==> config.mk <==
export PLATFORM = sky130hd
export DESIGN_NAME = button_click_event_detector_core
export DESIGN_NICKNAME = d
export VERILOG_FILES = /design/src/rtl/bced_pkg.sv /design/src/rtl/bced_state_mem.sv /design/src/rtl/bced_step.sv /design/src/rtl/bced_ev_out.sv /design/src/rtl/button_click_event_detector_core.sv
export SDC_FILE = /design/constraint.sdc
export NUM_CORES = 1
export LEC_CHECK = 0
export ABC_AREA = 1
export BUFFER_PORTS_ARGS = -buffer_cell sky130_fd_sc_hd__buf_4
export CAP_MARGIN = 20
export CORE_MARGIN = 2
export CORE_UTILIZATION = 60
export DETAILED_ROUTE_END_ITERATION = 16
export PLACE_DENSITY = 0.74
export RECOVER_POWER = 100
export SLEW_MARGIN = 20
export SYNTH_ARGS = -nofsm -noshare
export SYNTH_HDL_FRONTEND = slang
export SYNTH_SLANG_ARGS = --single-unit
==> constraint.sdc <==
create_clock -name clk -period 14.73 [get_ports clk]
set_input_delay 0.7365 -clock clk [delete_from_list [all_inputs] [get_ports clk]]
set_output_delay 0.7365 -clock clk [all_outputs]
set_load 0.1 [all_outputs]
==> src/rtl/bced_pkg.sv <==
package bced_pkg;

	// Number of buttons held in the state table.
	localparam int BUTTONS = 4;
	// Index width, fixed by the sample format.
	localparam int BTN_W = 2;

	localparam logic [15:0] WINDOW_RST = 16'd400;
	localparam logic [15:0] LONG_RST   = 16'd1000;
	localparam logic [15:0] PERIOD_RST = 16'd200;

	// Configuration register indexes
	typedef enum logic [1:0] {
		REG_WINDOW = 2'd0,
		REG_LONG   = 2'd1,
		REG_PERIOD = 2'd2,
		REG_NONE   = 2'd3
	} cfg_reg_t;

	// Event codes
	typedef enum logic [2:0] {
		EV_PRESS         = 3'd0,
		EV_DOUBLE        = 3'd1,
		EV_TRIPLE        = 3'd2,
		EV_LONG_RELEASE  = 3'd3,
		EV_SHORT_RELEASE = 3'd4,
		EV_CLICK         = 3'd5,
		EV_LONG          = 3'd6,
		EV_REPEAT        = 3'd7
	} ev_kind_t;

	// One state table entry
	typedef struct packed {
		logic        stable_level;
		logic        candidate_level;
		logic [1:0]  candidate_count;
		logic [1:0]  tap_count;
		logic        triple_done;
		logic        long_done;
		logic [31:0] press_time;
		logic [31:0] release_time;
		logic [31:0] repeat_deadline;
	} btn_state_t;

	typedef struct packed {
		logic [15:0] window_ms;
		logic [15:0] long_ms;
		logic [15:0] period_ms;
	} cfg_t;

	// Events raised by one sample
	typedef struct packed {
		logic [1:0] count;
		ev_kind_t   kind0;
		ev_kind_t   kind1;
	} ev_set_t;

endpackage

==> src/rtl/bced_state_mem.sv <==
module bced_state_mem (
	input  logic                            clk,
	input  logic                            arst_n,
	input  logic                            rd_en,
	input  logic [bced_pkg::BTN_W-1:0]      rd_addr,
	output bced_pkg::btn_state_t            rd_data,
	input  logic                            wr_en,
	input  logic [bced_pkg::BTN_W-1:0]      wr_addr,
	input  bced_pkg::btn_state_t            wr_data
);
	import bced_pkg::*;

	btn_state_t         mem [BUTTONS];
	logic [BUTTONS-1:0] valid_q;
	btn_state_t         rd_data_q;
	logic               rd_valid_q;

	// Storage, one write and one registered read per cycle
	always_ff @(posedge clk) begin
		if (wr_en) begin
			mem[wr_addr] <= wr_data;
		end
		if (rd_en) begin
			rd_data_q <= mem[rd_addr];
		end
	end

	// Per-entry valid bits; an unwritten entry reads as all zero
	always_ff @(posedge clk or negedge arst_n) begin
		if (!arst_n) begin
			valid_q    <= '0;
			rd_valid_q <= 1'b0;
		end else begin
			if (wr_en) begin
				valid_q[wr_addr] <= 1'b1;
			end
			if (rd_en) begin
				rd_valid_q <= valid_q[rd_addr];
			end
		end
	end

	assign rd_data = rd_valid_q ? rd_data_q : '0;

endmodule

==> src/rtl/bced_step.sv <==
module bced_step (
	input  bced_pkg::btn_state_t            cur,
	input  logic [bced_pkg::BTN_W-1:0]      button_index,
	input  logic                            raw_level,
	input  logic [31:0]                     time_ms,
	input  bced_pkg::cfg_t                  cfg,
	output bced_pkg::btn_state_t            nxt,
	output bced_pkg::ev_set_t               ev
);
	import bced_pkg::*;

	btn_state_t  s;
	logic        btn_ok;
	logic [15:0] long_t;
	logic [31:0] since_rel;
	logic [31:0] since_press;
	logic [31:0] to_deadline;
	logic        rel_in_window;

	assign btn_ok        = (32'(button_index) < BUTTONS);
	assign long_t        = (cfg.long_ms == 16'd0) ? 16'd1 : cfg.long_ms;
	// release_time is not changed before the press path reads it
	assign since_rel     = time_ms - cur.release_time;
	assign rel_in_window = (since_rel <= {16'd0, cfg.window_ms});

	// Debounce, edge handling and hold timing for one sample
	always_comb begin
		s           = cur;
		ev.count    = 2'd0;
		ev.kind0    = EV_PRESS;
		ev.kind1    = EV_PRESS;
		since_press = '0;
		to_deadline = '0;

		// click sequence expired while released
		if (!s.stable_level && s.tap_count != 2'd0 && !rel_in_window) begin
			s.tap_count   = 2'd0;
			s.triple_done = 1'b0;
		end

		if (raw_level == s.stable_level) begin
			s.candidate_count = 2'd0;
		end else begin
			if (raw_level != s.candidate_level) begin
				s.candidate_level = raw_level;
				s.candidate_count = 2'd1;
			end else if (s.candidate_count < 2'd2) begin
				s.candidate_count = s.candidate_count + 2'd1;
			end
			if (s.candidate_count >= 2'd2) begin
				s.stable_level    = raw_level;
				s.candidate_count = 2'd0;
				if (raw_level) begin
					// press
					s.press_time  = time_ms;
					s.long_done   = 1'b0;
					s.triple_done = 1'b0;
					ev.kind0      = EV_PRESS;
					ev.count      = 2'd1;
					if (s.tap_count != 2'd0 && rel_in_window) begin
						if (s.tap_count < 2'd3) begin
							s.tap_count = s.tap_count + 2'd1;
							if (s.tap_count == 2'd2) begin
								ev.kind1 = EV_DOUBLE;
								ev.count = 2'd2;
							end else if (s.tap_count == 2'd3) begin
								ev.kind1      = EV_TRIPLE;
								ev.count      = 2'd2;
								s.triple_done = 1'b1;
							end
						end
					end else begin
						s.tap_count = 2'd0;
					end
				end else if (s.long_done) begin
					// release after long press
					ev.kind0      = EV_LONG_RELEASE;
					ev.count      = 2'd1;
					s.tap_count   = 2'd0;
					s.triple_done = 1'b0;
				end else begin
					// short release
					ev.kind0 = EV_SHORT_RELEASE;
					ev.kind1 = EV_CLICK;
					ev.count = 2'd2;
					if (s.triple_done) begin
						s.tap_count   = 2'd0;
						s.triple_done = 1'b0;
					end else if (s.tap_count == 2'd0) begin
						s.tap_count = 2'd1;
					end
					s.release_time = time_ms;
				end
			end
		end

		// hold timing; never coincides with an edge event
		if (s.stable_level) begin
			since_press = time_ms - s.press_time;
			to_deadline = time_ms - s.repeat_deadline;
			if (!s.long_done && since_press >= {16'd0, long_t}) begin
				s.long_done       = 1'b1;
				s.tap_count       = 2'd0;
				s.triple_done     = 1'b0;
				s.repeat_deadline = s.press_time + {16'd0, long_t} + {16'd0, cfg.period_ms};
				ev.kind0          = EV_LONG;
				ev.count          = 2'd1;
			end else if (s.long_done && !to_deadline[31]) begin
				s.repeat_deadline = s.repeat_deadline + {16'd0, cfg.period_ms};
				ev.kind0          = EV_REPEAT;
				ev.count          = 2'd1;
			end
		end

		// out-of-range button: no change, no events
		if (!btn_ok) begin
			s        = cur;
			ev.count = 2'd0;
		end
		nxt = s;
	end

endmodule

==> src/rtl/bced_ev_out.sv <==
module bced_ev_out (
	input  logic                      clk,
	input  logic                      arst_n,
	input  logic                      item_valid,
	input  bced_pkg::ev_set_t         ev,
	input  logic [2:0]                button_number,
	input  logic [31:0]               time_ms,
	output logic                      item_done,
	output logic                      m_axis_tvalid,
	input  logic                      m_axis_tready,
	output logic [39:0]               m_axis_tdata,
	output logic [2:0]                m_axis_tuser,
	output logic                      m_axis_tlast
);
	import bced_pkg::*;

	logic        sel_q;
	logic        m_valid_q;
	logic [2:0]  number_q;
	logic [31:0] time_q;
	ev_kind_t    kind_q;
	logic        last_q;
	logic        out_free;
	logic        hand;
	logic        is_last;

	assign out_free  = !m_valid_q || m_axis_tready;
	assign is_last   = (ev.count == 2'd1) || sel_q;
	assign hand      = item_valid && (ev.count != 2'd0) && out_free;
	assign item_done = item_valid && ((ev.count == 2'd0) || (hand && is_last));

	// Event select and output word valid
	always_ff @(posedge clk or negedge arst_n) begin
		if (!arst_n) begin
			sel_q     <= 1'b0;
			m_valid_q <= 1'b0;
		end else begin
			if (hand) begin
				sel_q     <= !is_last;
				m_valid_q <= 1'b1;
			end else if (m_axis_tready) begin
				m_valid_q <= 1'b0;
			end
		end
	end

	// Output word payload
	always_ff @(posedge clk) begin
		if (hand) begin
			number_q <= button_number;
			time_q   <= time_ms;
			kind_q   <= sel_q ? ev.kind1 : ev.kind0;
			last_q   <= is_last;
		end
	end

	assign m_axis_tvalid = m_valid_q;
	assign m_axis_tdata  = {5'd0, time_q, number_q};
	assign m_axis_tuser  = kind_q;
	assign m_axis_tlast  = last_q;

endmodule

==> src/rtl/button_click_event_detector_core.sv <==
// Channel   Dir  Word contents (lowest bit first)
// s_axis    in   tdata: button_index[1:0], raw_level, time_ms[31:0]
// m_axis    out  tdata: button_number[2:0], event_time_ms[31:0]; tuser: event_kind;
//                tlast: last event of a sample
// cfg       in   index: register number; data: 16-bit value; always ready
//
// A sample reads its button's entry in the state table, then is updated and
// written back in the update stage, with forwarding when the next sample hits
// the same button. The update stage hands one event per cycle to the output
// register while the output is free, and keeps a sample with two events until
// both are handed. Reset clears the table's valid bits at once; no clearing
// pass. Output stalls hold the update stage, which then holds the input.
module button_click_event_detector_core (
	input  logic        clk,
	input  logic        arst_n,
	input  logic        s_axis_tvalid,
	output logic        s_axis_tready,
	input  logic [39:0] s_axis_tdata,   // button_index[1:0], raw_level[2], time_ms[34:3]
	output logic        m_axis_tvalid,
	input  logic        m_axis_tready,
	output logic [39:0] m_axis_tdata,   // button_number[2:0], event_time_ms[34:3]
	output logic [2:0]  m_axis_tuser,   // event_kind[2:0]
	output logic        m_axis_tlast,
	input  logic        cfg_valid,
	output logic        cfg_ready,
	input  logic [1:0]  cfg_index,
	input  logic [15:0] cfg_data
);
	import bced_pkg::*;

	cfg_t             cfg_q;
	logic             accept;
	logic             done;
	logic             valid_s1;
	logic [BTN_W-1:0] idx_s1;
	logic             raw_s1;
	logic [31:0]      time_s1;
	logic             fwd_s1;
	btn_state_t       fwd_state_s1;
	btn_state_t       rd_state;
	btn_state_t       cur_state;
	btn_state_t       nxt_state;
	ev_set_t          ev;
	logic [BTN_W-1:0] in_idx;

	assign in_idx        = s_axis_tdata[BTN_W-1:0];
	assign accept        = s_axis_tvalid && s_axis_tready;
	assign s_axis_tready = !valid_s1 || done;
	assign cfg_ready     = 1'b1;

	// Configuration registers
	always_ff @(posedge clk or negedge arst_n) begin
		if (!arst_n) begin
			cfg_q.window_ms <= WINDOW_RST;
			cfg_q.long_ms   <= LONG_RST;
			cfg_q.period_ms <= PERIOD_RST;
		end else if (cfg_valid && cfg_ready) begin
			unique case (cfg_reg_t'(cfg_index))
				REG_WINDOW: cfg_q.window_ms <= cfg_data;
				REG_LONG:   cfg_q.long_ms   <= cfg_data;
				REG_PERIOD: cfg_q.period_ms <= cfg_data;
				REG_NONE:   ;
			endcase
		end
	end

	// Update stage occupancy
	always_ff @(posedge clk or negedge arst_n) begin
		if (!arst_n) begin
			valid_s1 <= 1'b0;
		end else if (accept) begin
			valid_s1 <= 1'b1;
		end else if (done) begin
			valid_s1 <= 1'b0;
		end
	end

	// Sample fields and forwarding of a write-back that races the read
	always_ff @(posedge clk) begin
		if (accept) begin
			idx_s1       <= in_idx;
			raw_s1       <= s_axis_tdata[BTN_W];
			time_s1      <= s_axis_tdata[BTN_W+32:BTN_W+1];
			fwd_s1       <= done && (idx_s1 == in_idx);
			fwd_state_s1 <= nxt_state;
		end
	end

	assign cur_state = fwd_s1 ? fwd_state_s1 : rd_state;

	bced_state_mem u_mem (
		.clk     (clk),
		.arst_n  (arst_n),
		.rd_en   (accept),
		.rd_addr (in_idx),
		.rd_data (rd_state),
		.wr_en   (done),
		.wr_addr (idx_s1),
		.wr_data (nxt_state)
	);

	bced_step u_step (
		.cur          (cur_state),
		.button_index (idx_s1),
		.raw_level    (raw_s1),
		.time_ms      (time_s1),
		.cfg          (cfg_q),
		.nxt          (nxt_state),
		.ev           (ev)
	);

	bced_ev_out u_out (
		.clk           (clk),
		.arst_n        (arst_n),
		.item_valid    (valid_s1),
		.ev            (ev),
		.button_number ({1'b0, idx_s1} + 3'd1),
		.time_ms       (time_s1),
		.item_done     (done),
		.m_axis_tvalid (m_axis_tvalid),
		.m_axis_tready (m_axis_tready),
		.m_axis_tdata  (m_axis_tdata),
		.m_axis_tuser  (m_axis_tuser),
		.m_axis_tlast  (m_axis_tlast)
	);

endmodule

### Yosys cells after proc, flatten, opt, wreduce, memory -nomap -nowiden

Memories as Yosys holds them, arrays and structs flattened. A register that Yosys moved wholly into a read port is not among the register bits.
Cells that the tools add are included.

* register bits after elaboration: 235
* bits in writable memories: 416
* input port bits: 63
* memories: 1

Memory list
* u_mem.mem: words 4, width 104, rd ports 1, clocked after memory_dff 1, wr ports 1, line bced_state_mem.sv:13 `btn_state_t mem [BUTTONS];`

* add/subtract/negate cells: 9
* order comparisons: 8
* equal/unequal tests: 8
* mux-type cells: 57
* bitwise operators: 1
* reduce and logical (&&, ||, !) cells: 35

Operators by type and width (number)
* $mux 104: 2
* $mux 32: 5
* $add 32x16->32: 3
* $sub 32x32->32: 3
* $mux 70: 1
* $mux 68: 1
* $mux 33: 1
* $ge 32x16->1: 1
* $le 32x16->1: 1
* $mux 3: 9
* $mux 2: 13
* $mux 8: 3
* $mux 5: 4
* $logic_not 16->1: 1
* $mux 16: 1
* $mux 1: 13
* $logic_and 1x1->1: 12
* $reduce_bool 2->1: 5
* $mux 4: 2
* $logic_not 1->1: 7
* $eq 2x2->1 const B: 3
* $logic_not 2->1: 3
* $lt 2x3->1 const B: 2
* $reduce_and 2->1: 3
* 13 further kinds: 19

### Depth between registers and ports, before layout

* depth after elaboration: 30
* gate-level depth with buffers: 47
* gate-level depth less buffers: 41

### By module

A second synthesis with hierarchy kept.

* cells, all modules: 4288
* area, all modules: 40252.4 µm²

By module, submodules not included
* bced_state_mem: times used 1, cells an instance 1362, area each 19666.4 µm²
* bced_step: times used 1, cells an instance 2145, area each 11379.7 µm²
* button_click_event_detector_core: times used 1, cells an instance 708, area each 7825.0 µm²
* bced_ev_out: times used 1, cells an instance 73, area each 1381.3 µm²

### Worst setup path after synthesis

OpenSTA, ideal clock, no wires.

* kind: reg-to-reg
* start: register fwd_s1
* end: register fwd_s1 (enable)
* library setup time: 0.594 ns
* data arrival time: 12.659 ns
* setup slack: 1.477 ns
* cell stages (with the launch flop): 46
* buffers on the path: 9
* path through: edfxtp_1 buf_6 nor2_8 buf_4 buf_2 buf_1 buf_1 clkbuf_1 a22oi_1 ha_1 nor3_4 nand2_4 clkinv_4 buf_6 clkbuf_1 buf_1 a221oi_1 a21oi_1 [10 not listed] xor2_1 ha_1 nand2_1 nor2_1 nand2_1 nand2_1 nor2_1 nand3_1 nor2_1 nand3_2 nand3_2 nand3_2 nand2_1 nor2_2 nand2_2 nand2_2 nand2_2 inv_1

RTL lines
* start, declared: line button_click_event_detector_core.sv:38 `logic fwd_s1;`
* start signal, assigned: line button_click_event_detector_core.sv:84 `fwd_s1 <= done && (idx_s1 == in_idx);`

==> impl_metrics.csv <==
group,metric,value,unit
route,dr.pass1.iters,7,
setup_path,path_max_fanout,63,
cts,cts_tree,"done",
route,drc,0,
sta,clock_skew,0.0201,ns
synth,ys_warn_count,0,
synth,synth_top_area_cell,"edfxtp_1",
die,initial_core_util,60.4,%
finish,final_util,66.4,%
hold_path,holdPathStages,1,
setup_path,cp_slowest_stage_delay,2.12,ns
cts,htree_levels,3,
global_routing,grt_usage,31.0,%
placement,dpl_cell_area,38500,um^2
cts,cts_setup_buffers,0,
synth,synth-edff-count,699,
synth,postSynthAreaPerCell,10.6,um^2
synth,ys.flop_type,"edfxtp_1",
route,wl_per_cell,22.3,um
sta,tns,0,ns
route,first_iter_violations,2750,
placement,dp_hpwl,65800,um
setup_path,reg2reg_to,"u_mem.mem[3][39]",
global_routing,grt_pass1_vias,26700,
global_routing,grt_pass1_wl,150000,um
route,antenna_left,0,
route,wl,99100,um
setup_path,reg2reg_depth,38,
run,cap_violations,10,
finish,layout.nets,3829,
setup_path,required,14.96,ns
cts,clock-sinks,755,
synth,yosys-top-cells-area,"edfxtp_1, ha_1, nand2_1",
hold_path,min_from,"s_axis_tdata[4]",
cts,clockBufferDepth,3,
synth,synth_most_common_cell,"edfxtp_1",
die,ios,110,
cts,ctsResizeCount,0,
finish,fill_cells,4749,
die,rows,91,
setup_path,crit_path_end_kind,"flop",
sta,tightestPinTransition,3.73,ns
finish,post-route-cell-area,40800,um^2
setup_path,path_class,"flop to flop",
setup_path,r2r-start,"u_mem.rd_valid_q",
sta,finalMaxSlewViolations,519,
global_routing,antenna_found_initial,1,
cts,clkTransAtPathRegs,0.06,ns
sta,finalHoldViolCount,0,
synth,syn_area,37200,um^2
synth,yosysSeqAreaShare,60.3,%
placement,place_congestion,0.922,
outcome,status,"finished with violations",
synth,async_flop_share,7.42,%
hold_path,hold_end,"time_s1[1]",
sta,period_minus_slack,11.36,ns
synth,synth_top_area_share,56.5,%
setup_path,crit_path_frequent_cell,"nand2_1",
sta,setup_viol,0,
setup_path,slowest_stage,"nor2_1",
hold_path,worstHoldPathType,"primary input to flop",
global_routing,grt_max_degree,122,
cts,root_buffer,"clkbuf_16",
cts,insertion_delay,0.63,ns
sta,slew_headroom,-149,%
synth,synthTopCellsByCount,"edfxtp_1, nand2_1, nor2_1",
die,die_y,253,um
finish,drive_above_1_share,7.32,%
cts,cts_buffers,78,
setup_path,cp.buffers_inverters,6,
route,routed_via_density,6.09,
synth,synth_cell_types,65,
global_routing,grt_overflow,0,
finish,multi_input_area,12700,um^2
finish,num_antenna_cells,0,
die,die_w,253,um
synth,ys_seq_elements,755,
setup_path,rrSetupSlack,3.37,ns
setup_path,cp-start-kind,"flop",
sta,max_freq,0.0880,GHz
setup_path,cp.arrival,11.60,ns
synth,postSynthCellCount,3509,
route,num_vias,27000,
finish,areaGrowthSynthToFinish,9.89,%
outcome,violations,"max-capacitance violations, max-slew violations",
placement,io_buffers,98,
die,fp.dieArea,63900,um^2
finish,regArea,22400,um^2
cts,postCtsHoldBufs,0,
die,core_area,61500,um^2
setup_path,crit_family,"simple AND/OR/NAND/NOR gates",
sta,grt_setup_unrepaired,"no",
sta,post-route-period-util,77.2,%
-- logic make-up (layout without fill, tap and decap cells) --
family	count (synthesis)	after routing	share of synthesized area, %
buf+inv	499	628	5.30
other cells	2	11	0.0202
flops	755	755	60.3
fa+ha+maj	181	181	6.50
xor+xnor	64	64	1.51
simple gates	1165	1165	13.3
compound gates	843	843	13.1
-- registers in the layout, indices dropped and copies added, names as in the netlist, 2 cells and up --
signal              count
u_out.m_axis_tuser      3
idx_s1                  2
cfg_q                  48
u_mem.mem             416
u_out.number_q          3
time_s1                32
fwd_state_s1          104
u_mem.rd_data_q       104
u_mem.valid_q           4
u_out.time_q           32
-- layout make-up --
type | instances | share of cell area, %
inverter | 366 | 3.45
timing repair buffer | 120 | 1.75
clock buffer | 95 | 5.09
multi-input combinational | 2264 | 31.1
tap | 790 | 2.42
clock inverter | 47 | 1.29
sequential | 755 | 54.9
-- metal layers --
layer	vias up	track usage (%)	share of wire [%]
met5	-	0	0
li1	12500	-	-
met4	0	10.1	2.5
met3	169	4.12	7.4
met1	13200	42.4	42
met2	1133	51.7	48
-- through the flow --
stage	hold slack [ns]	instances	setup WS (ns)
2_1_floorplan	0.419	3518	1.48
5_1_grt	0.288	4437	2.45
4_1_cts	0.200	4437	5.65
3_5_place_dp	0.434	4295	5.71
6_report	0.306	4437	3.37
3_3_place_gp	0.434	4295	5.95
-- worst max path at each step --
stage                           from             endpoint  slack, ns  depth (start not counted)
floorplan                     fwd_s1               fwd_s1       1.48                         45
global placement    u_mem.rd_valid_q      u_mem.mem[1][2]       5.95                         38
detailed placement  u_mem.rd_valid_q  u_mem.rd_data_q[88]       5.71                         37
CTS                 u_mem.rd_valid_q  u_mem.rd_data_q[88]       5.65                         37
global route        u_mem.rd_valid_q     fwd_state_s1[88]       2.45                         37
finish              u_mem.rd_valid_q     u_mem.mem[3][39]       3.37                         38
-- layout by cell type (no fill, tap or decap), types with 34 or more instances in the layout --
master / instances
a21oi_1: 206
a22oi_1: 60
buf_4: 34
clkbuf_1: 64
clkbuf_16: 80
clkbuf_4: 34
dfrtp_1: 44
edfxtp_1: 699
ha_1: 161
inv_1: 344
nand2_1: 512
nand3_1: 129
nor2_1: 406
o21ai_0: 360
o22ai_1: 108
xor2_1: 52
Power is left out: the tool's default activity adds up to more than one toggle a clock period on the data nets, which glitch-free logic cannot reach.
